## config.mk

```make
export PLATFORM = sky130hd
export DESIGN_NAME = alpi_ctrl
export DESIGN_NICKNAME = d
export VERILOG_FILES = /design/src/hw/rtl/alpi_pkg.sv /design/src/hw/rtl/alpi_ctrl.sv
export SDC_FILE = /design/constraint.sdc
export NUM_CORES = 1
export LEC_CHECK = 0
export BUFFER_PORTS_ARGS = -buffer_cell sky130_fd_sc_hd__buf_4
export CAP_MARGIN = 10
export CORE_MARGIN = 4
export CORE_UTILIZATION = 44
export CTS_CLUSTER_SIZE = 20
export DETAILED_ROUTE_END_ITERATION = 8
export GPL_TIMING_DRIVEN = 0
export PLACE_DENSITY_LB_ADDON = 0.3
export SLEW_MARGIN = 10
export SYNTH_ARGS = -nofsm -noshare
export SYNTH_HDL_FRONTEND = slang
export SYNTH_SLANG_ARGS = --single-unit
```

## constraint.sdc

```tcl
create_clock -name clk -period 3.2 [get_ports clk]
set_clock_uncertainty 0.1 [all_clocks]
set_input_delay 0.48 -clock clk [delete_from_list [all_inputs] [get_ports clk]]
set_output_delay 0.48 -clock clk [all_outputs]
set_load 0.01 [all_outputs]
```

## src/hw/rtl/alpi_pkg.sv

```systemverilog
// shared types, constants and the cordic arctangent table for the arc/line pose interpolator
// no dependencies
package alpi_pkg;

  localparam int MAX_POSES_DEF = 64;
  localparam int CORDIC_ITERS  = 24;
  localparam logic [30:0] STEP_RESET = 31'd6554;
  localparam logic [29:0] TURN_PER_RAD = 30'd683565276;
  localparam logic signed [33:0] CORDIC_START = 34'sd652032874;
  localparam logic signed [33:0] Q30_ONE = 34'sd1073741824;

  typedef enum logic [1:0] {DIV_LEN, DIV_ANG, DIV_TURN} div_sel_t;
  typedef enum logic [1:0] {ANG_D, ANG_REM, ANG_HEAD} ang_sel_t;
  typedef enum logic [2:0] {
    MUL_STEP_TPR, MUL_LEN_SN, MUL_LEN_OMC, MUL_A_C, MUL_BS_SN, MUL_A_SN, MUL_BS_C
  } mul_sel_t;
  typedef enum logic [1:0] {ACC_HOLD, ACC_LOAD, ACC_ADD, ACC_SUB} acc_op_t;

  typedef struct packed {
    logic     load;
    logic     div_go;
    div_sel_t div_sel;
    logic     div_take;
    logic     set_inf;
    logic     set_dmax;
    logic     cor_go;
    ang_sel_t cor_sel;
    mul_sel_t mul_sel;
    acc_op_t  acc_op;
    logic     wr_a;
    logic     wr_b;
    logic     set_line_ab;
    logic     upd_x;
    logic     upd_y;
    logic     turn;
    logic     last;
    logic     emit;
    logic     fwd;
  } alpi_cmd_t;

  typedef struct packed {
    logic div_busy;
    logic cor_busy;
    logic straight;
    logic step_zero;
    logic len_zero;
    logic d_zero;
  } alpi_stat_t;

  function automatic logic [30:0] atan_at(input logic [4:0] i);
    logic [30:0] v;
    case (i)
      5'd0:  v = 31'd536870912;
      5'd1:  v = 31'd316933406;
      5'd2:  v = 31'd167458907;
      5'd3:  v = 31'd85004756;
      5'd4:  v = 31'd42667331;
      5'd5:  v = 31'd21354465;
      5'd6:  v = 31'd10679838;
      5'd7:  v = 31'd5340245;
      5'd8:  v = 31'd2670163;
      5'd9:  v = 31'd1335087;
      5'd10: v = 31'd667544;
      5'd11: v = 31'd333772;
      5'd12: v = 31'd166886;
      5'd13: v = 31'd83443;
      5'd14: v = 31'd41722;
      5'd15: v = 31'd20861;
      5'd16: v = 31'd10430;
      5'd17: v = 31'd5215;
      5'd18: v = 31'd2608;
      5'd19: v = 31'd1304;
      5'd20: v = 31'd652;
      5'd21: v = 31'd326;
      5'd22: v = 31'd163;
      5'd23: v = 31'd81;
      default: v = 31'd0;
    endcase
    return v;
  endfunction

endpackage

```

## src/hw/rtl/alpi_ctrl.sv

```systemverilog
// controller state machine: sequences divisions, cordic runs and multiply steps per pose
// depends on alpi_pkg
module alpi_ctrl #(
  parameter int MAX_POSES = alpi_pkg::MAX_POSES_DEF,
  localparam int CW = $clog2(MAX_POSES)
) (
  input  logic                 clk,
  input  logic                 rst_n,
  input  logic                 start,
  output logic                 busy,
  input  alpi_pkg::alpi_stat_t st,
  input  logic [CW-1:0]        n_i,
  output alpi_pkg::alpi_cmd_t  cmd
);
  import alpi_pkg::*;

  typedef enum logic [4:0] {
    ST_IDLE, ST_CHK, ST_ADIV, ST_WDIV_N, ST_WDIV_D, ST_TDIV, ST_WDIV_T,
    ST_ARC, ST_WCOR_T, ST_T1, ST_T2, ST_T3, ST_LINE, ST_FIRST,
    ST_MOVE, ST_WCOR_M, ST_M1, ST_M2, ST_M3, ST_M4, ST_M5, ST_M6, ST_EMIT
  } state_t;

  state_t        state_r, state_nxt;
  logic [CW-1:0] cnt_r, cnt_nxt;
  logic          last_r, last_nxt;

  always_comb begin
    state_nxt = state_r;
    cnt_nxt   = cnt_r;
    last_nxt  = last_r;
    cmd       = '0;
    cmd.last  = last_r;
    case (state_r)
      ST_IDLE: begin
        if (start) begin
          cmd.load  = 1'b1;
          last_nxt  = 1'b0;
          state_nxt = ST_CHK;
        end
      end
      ST_CHK: begin
        if (st.straight) begin
          if (st.step_zero) begin
            cmd.set_inf = 1'b1;
            state_nxt   = ST_LINE;
          end else begin
            cmd.div_go  = 1'b1;
            cmd.div_sel = DIV_LEN;
            state_nxt   = ST_WDIV_N;
          end
        end else if (st.len_zero) begin
          cmd.set_dmax = 1'b1;
          state_nxt    = ST_TDIV;
        end else begin
          cmd.mul_sel = MUL_STEP_TPR;
          state_nxt   = ST_ADIV;
        end
      end
      ST_ADIV: begin
        cmd.div_go  = 1'b1;
        cmd.div_sel = DIV_ANG;
        state_nxt   = ST_WDIV_D;
      end
      ST_WDIV_N: begin
        if (!st.div_busy) begin
          cmd.div_take = 1'b1;
          state_nxt    = ST_LINE;
        end
      end
      ST_WDIV_D: begin
        if (!st.div_busy) begin
          cmd.div_take = 1'b1;
          state_nxt    = ST_TDIV;
        end
      end
      ST_TDIV: begin
        if (st.d_zero) begin
          cmd.set_inf = 1'b1;
          state_nxt   = ST_ARC;
        end else begin
          cmd.div_go  = 1'b1;
          cmd.div_sel = DIV_TURN;
          state_nxt   = ST_WDIV_T;
        end
      end
      ST_WDIV_T: begin
        if (!st.div_busy) begin
          cmd.div_take = 1'b1;
          state_nxt    = ST_ARC;
        end
      end
      ST_ARC: begin
        cmd.cor_go  = 1'b1;
        cmd.cor_sel = last_r ? ANG_REM : ANG_D;
        state_nxt   = ST_WCOR_T;
      end
      ST_WCOR_T: if (!st.cor_busy) state_nxt = ST_T1;
      ST_T1: begin
        cmd.mul_sel = MUL_LEN_SN;
        state_nxt   = ST_T2;
      end
      ST_T2: begin
        cmd.wr_a    = 1'b1;
        cmd.mul_sel = MUL_LEN_OMC;
        state_nxt   = ST_T3;
      end
      ST_T3: begin
        cmd.wr_b  = 1'b1;
        state_nxt = last_r ? ST_MOVE : ST_FIRST;
      end
      ST_LINE: begin
        cmd.set_line_ab = 1'b1;
        state_nxt       = last_r ? ST_MOVE : ST_FIRST;
      end
      ST_FIRST: begin
        cmd.emit = 1'b1;
        cmd.fwd  = 1'b1;
        cnt_nxt  = n_i;
        if (n_i == '0) begin
          last_nxt  = 1'b1;
          state_nxt = st.straight ? ST_LINE : ST_ARC;
        end else begin
          state_nxt = ST_MOVE;
        end
      end
      ST_MOVE: begin
        cmd.cor_go  = 1'b1;
        cmd.cor_sel = ANG_HEAD;
        state_nxt   = ST_WCOR_M;
      end
      ST_WCOR_M: if (!st.cor_busy) state_nxt = ST_M1;
      ST_M1: begin
        cmd.mul_sel = MUL_A_C;
        state_nxt   = ST_M2;
      end
      ST_M2: begin
        cmd.mul_sel = MUL_BS_SN;
        cmd.acc_op  = ACC_LOAD;
        state_nxt   = ST_M3;
      end
      ST_M3: begin
        cmd.mul_sel = MUL_A_SN;
        cmd.acc_op  = ACC_ADD;
        state_nxt   = ST_M4;
      end
      ST_M4: begin
        cmd.mul_sel = MUL_BS_C;
        cmd.acc_op  = ACC_LOAD;
        cmd.upd_x   = 1'b1;
        state_nxt   = ST_M5;
      end
      ST_M5: begin
        cmd.acc_op = ACC_SUB;
        state_nxt  = ST_M6;
      end
      ST_M6: begin
        cmd.upd_y = 1'b1;
        cmd.turn  = 1'b1;
        state_nxt = ST_EMIT;
      end
      ST_EMIT: begin
        cmd.emit = 1'b1;
        if (last_r) begin
          last_nxt  = 1'b0;
          state_nxt = ST_IDLE;
        end else if (cnt_r == CW'(1)) begin
          cnt_nxt   = '0;
          last_nxt  = 1'b1;
          state_nxt = st.straight ? ST_LINE : ST_ARC;
        end else begin
          cnt_nxt   = cnt_r - CW'(1);
          state_nxt = ST_MOVE;
        end
      end
      default: state_nxt = ST_IDLE;
    endcase
  end

  always_ff @(posedge clk) begin
    if (!rst_n) begin
      state_r <= ST_IDLE;
      cnt_r   <= '0;
      last_r  <= 1'b0;
    end else begin
      state_r <= state_nxt;
      cnt_r   <= cnt_nxt;
      last_r  <= last_nxt;
    end
  end

  assign busy = state_r != ST_IDLE;

endmodule

```

# --- Yosys cells after proc, flatten, opt, wreduce, memory -nomap -nowiden ---
# Cells that the tools add are included.
# Widths: inputs -> output; s select.
op_classes:
  add_sub_neg: 1
  mul: 0
  n_div: 0
  n_lt_le_gt_ge: 0
  eq_ne: 31
  shift: 0
  n_mux: 50
  bitwise: 0
  reduce_logical: 12
ops:
  columns: ["op", "n"]
  rows:
  - ["$pmux 5 s22", 1]
  - ["$eq 5x4->1 const B", 8]
  - ["$eq 5x5->1 const B", 7]
  - ["$mux 5", 7]
  - ["$mux 1", 22]
  - ["$eq 5x3->1 const B", 4]
  - ["$mux 4", 5]
  - ["$pmux 3 s6", 1]
  - ["$ne 2x2->1 const B", 8]
  - ["$mux 3", 4]
  - ["$mux 6", 2]
  - ["$pmux 6 s2", 1]
  - ["$eq 5x2->1 const B", 2]
  - ["$pmux 3 s3", 1]
  - ["$eq 6x1->1 const B", 1]
  - ["$logic_not 6->1", 1]
  - ["$pmux 2 s3", 1]
  - ["$pmux 3 s2", 1]
  - ["$reduce_and 6->1", 1]
  - ["$reduce_or 2->1", 3]
  - ["$sub 6x1->6 const B", 1]
  - ["$eq 5x1->1 const B", 1]
  - ["$logic_not 5->1", 1]
  - ["$reduce_bool 5->1", 1]
  - ["8 further kinds", 9]
word_totals:
  register_bits: 12
  latchBits: 0
  ramBits: 0
  rom_bits: 0
  input_bits: 15
  elab_cells: 97
  n_memories: 0

# --- Logic depth before layout (Yosys ltp) ---
depth:
  ltp_word: 4
  ltp_mapped: 7
  ltp_nobuf: 6

# --- Worst setup path after synthesis ---
# No wires, ideal clock.
synth_timing:
  kind: "input-to-output"
  from: "input st[3] (netlist bit)"
  to: "output cmd[22] (netlist bit)"
  t_arrival_ps: 1413
  required_time_ps: 2620
  slack_ps: 1207
  path_stages: 6
  cell_sequence: "clkbuf_1 -> nor2b_1 -> nand3_1 -> a21oi_1 -> a21oi_1 -> nor3_1"
synth_lines:
  columns: ["item", "line_no", "source"]
  rows:
  - ["start: declaration", "alpi_ctrl.sv:11", "input alpi_pkg::alpi_stat_t st,"]
  - ["end: declaration", "alpi_ctrl.sv:13", "output alpi_pkg::alpi_cmd_t cmd"]

==> flow_metrics.env <==
export IMPL_cp_slowest_cell="dfxtp_1"
export IMPL_totalPowerFinal_mw=1.00
export IMPL_hold_viol=0
export IMPL_tns_ns=0
export IMPL_seqPwrFrac=0.190
export IMPL_fin_nets=267
export IMPL_crit_path_start_kind="register"
export IMPL_leakage_nw=0.812
export IMPL_hp_class="primary input to register"
export IMPL_min_period_ns=2.45
export IMPL_yosysWarnings=0
export IMPL_synth_edf_count=0
export IMPL_drtIter0Drc=220
export IMPL_cts_resized=0
export IMPL_track_usage=0.228
export IMPL_netlist_instances=207
export IMPL_grt_antenna_before_repair=0
export IMPL_clockBufferDepth=2
export IMPL_setup_viol=0
export IMPL_async_flop_share=0
export IMPL_fmax_mhz=409
export IMPL_viasPerCell=5.97
export IMPL_gp_congestion=0.951
export IMPL_crit_fanout=10
export IMPL_syn_to_final_growth_pct=25.4
export IMPL_htreeDepth=1
export IMPL_seq_area_frac_synth=0.162
export IMPL_synth_compound_area_frac=0.298
export IMPL_yosys_area_share_simple=0.384
export IMPL_final_layout_size_suffix_gt1_frac=0.277
export IMPL_syn_num_nets=224
export IMPL_grt_max_degree=11
export IMPL_ant_nets=0
export IMPL_grt_overflow=0
export IMPL_synth_area_top_cells="dfxtp_1 (16%), nor2_1 (5.8%), nor3_1 (4.7%), buf_4 (4.6%), nand2_1 (4.6%)"
export IMPL_fin_hold_ws_ns=0.384
export IMPL_synthXorXnorAreaFrac=0.0118
export IMPL_synth_commonest_cells="nor2_1 (23), nand2_1 (18), nor3_1 (14)"
export IMPL_synth_most_common_cell="nor2_1"
export IMPL_critPathKind="register to primary output"
export IMPL_n_antenna_cell=0
export IMPL_power_switching_mw=0.474
export IMPL_p_per_area_mw_per_mm2=539
export IMPL_firstDrtPassIters=4
export IMPL_grt_pass1_wl_um=7870
export IMPL_place_hpwl_um=3550
export IMPL_worstMarginPinSlew_ns=0.509
export IMPL_routed_wl_um=4720
export IMPL_cp_end_kind="primary output"
export IMPL_dieArea_mm2=0.00437
export IMPL_synthDominantCellAreaShare=0.162
export IMPL_die_h_um=66.1
export IMPL_io_pins=40
export IMPL_port_buffers=38
export IMPL_finalInstanceArea_mm2=0.00186
export IMPL_status="complete, no violations"
export IMPL_synth_area_mm2=0.00148
export IMPL_cts_buffers=3
export IMPL_period_share=0.765
export IMPL_start_util=0.474
export IMPL_crit_arrival_ns=1.87
export IMPL_ir_worst_vdd_uv=223
export IMPL_internal_power_mw=0.529
export IMPL_synthAdderAreaFrac=0.0169
export IMPL_post_synth_cell_area_avg_um2=7.17
export IMPL_clkPwrFrac=0.129
export IMPL_placed_area_mm2=0.00182
export IMPL_cts_hold_buffers=0
export IMPL_synth_mux_area_frac=0.0135
export IMPL_comb_power_share=0.681
export IMPL_path_cells="buf_6, clkbuf_1, buf_2, mux2i_1, nor2_1, buf_4"
export IMPL_cts_root_buffer="clkbuf_4"
export IMPL_core_area_mm2=0.00313
export IMPL_insertion_delay_ns=0.29
export IMPL_routedWlPerCell_um=16.1
export IMPL_drv_slew=0
export IMPL_synth_flop_cell="dfxtp_1"
export IMPL_path_clk_slew_ns=0.09
export IMPL_max_stage_delay_ns=0.36
export IMPL_rsz0062_at_grt="no"
export IMPL_yosys_area_top_type="dfxtp_1"
export IMPL_cts_tree="yes"
export IMPL_rows=20
export IMPL_drc=0
export IMPL_synth_seq_cells=12
export IMPL_post_cts_buffers=0
export IMPL_die_w_um=66.1
export IMPL_p_sw_frac=0.472
export IMPL_ys_types=61
export IMPL_synth_top_family_by_area="simple AND/OR/NAND/NOR gates"
export IMPL_clock_sinks=12
export IMPL_cp_required_ns=2.62
export IMPL_vias=1750
export IMPL_slew_headroom=0.658
export IMPL_max_cap_violations=0
export IMPL_fin_util=0.595
export IMPL_grt_pass1_vias=1687
[per-layer routing]
layer,vias to the layer above,part of all wire,global-route usage
li1,832,-,-
met1,821,0.42,0.310
met2,89,0.46,0.367
met3,8,0.099,0.0459
met4,0,0.013,0.0584
met5,-,0,0
[cells by family after synthesis]
kind of cell	count (synthesis)
simple gates	100
compound gates	60
buf+inv	29
flops	12
xor+xnor	2
mux	2
fa+ha+maj	2
[through the flow]
| step | setup WS (ns) | cells |
|---|---|---|
| after CTS | 0.776 | 293 |
| after detailed placement | 1.06 | 289 |
| after floorplan | 1.21 | 207 |
| final | 0.753 | 293 |
| after global placement | 1.07 | 289 |
| after global routing | 0.620 | 293 |
[power groups by stage]
stage | Clock [mW] | Sequential [mW] | Combinational (mW)
2_1_floorplan | 0 | 0.188 | 0.478
3_3_place_gp | 0 | 0.193 | 0.661
3_5_place_dp | 0 | 0.193 | 0.664
4_1_cts | 0.132 | 0.190 | 0.668
5_1_grt | 0.137 | 0.194 | 0.737
6_report | 0.130 | 0.191 | 0.682
[final timing paths]
kind | end | cells after the start | slack (ns) | from
setup / recovery | cmd[9] | 6 | 0.75 | state_r[2]
hold / removal | state_r[4] | 4 | 0.38 | st[5]
hold reg to reg | cnt_r[5] | 2 | 0.44 | cnt_r[5]
setup reg to reg | state_r[0] | 6 | 1.27 | state_r[3]
[flip-flops by register name, summed over array words and instances, names as in the netlist]
| name | cells |
|---|---|
| cnt_r | 6 |
| last_r | 1 |
| state_r | 5 |
[final cells by class]
cell class,instances,area [µm²]
Buffer,19,133
Clock buffer,4,36.3
Fill cell,315,1270
Inverter,10,37.5
Multi-Input combinational cell,166,1070
Sequential cell,12,240
Tap cell,44,55.1
Timing Repair Buffer,38,285
[worst max-delay path, delay by kind of cell (launching register included)]
family                 cells  cell delay [ns]
multiplexers               1             0.22
buffers and inverters      4             0.93
AND/OR/NAND/NOR            1             0.06
flip-flops                 1             0.36
[placed cells by master (no fill, tap or decap), types with 4 or more instances in the layout]
cell and instances:
dfxtp_1 12, o211ai_1 4, and3_1 4, nor3_1 14
nand3_1 6, nor2b_1 6, o21ai_0 9, buf_2 4
nand2b_1 5, a21oi_1 10, buf_4 47, nand2_1 18
nor2_1 23, inv_1 10
(Power assumes the default switching activity.)
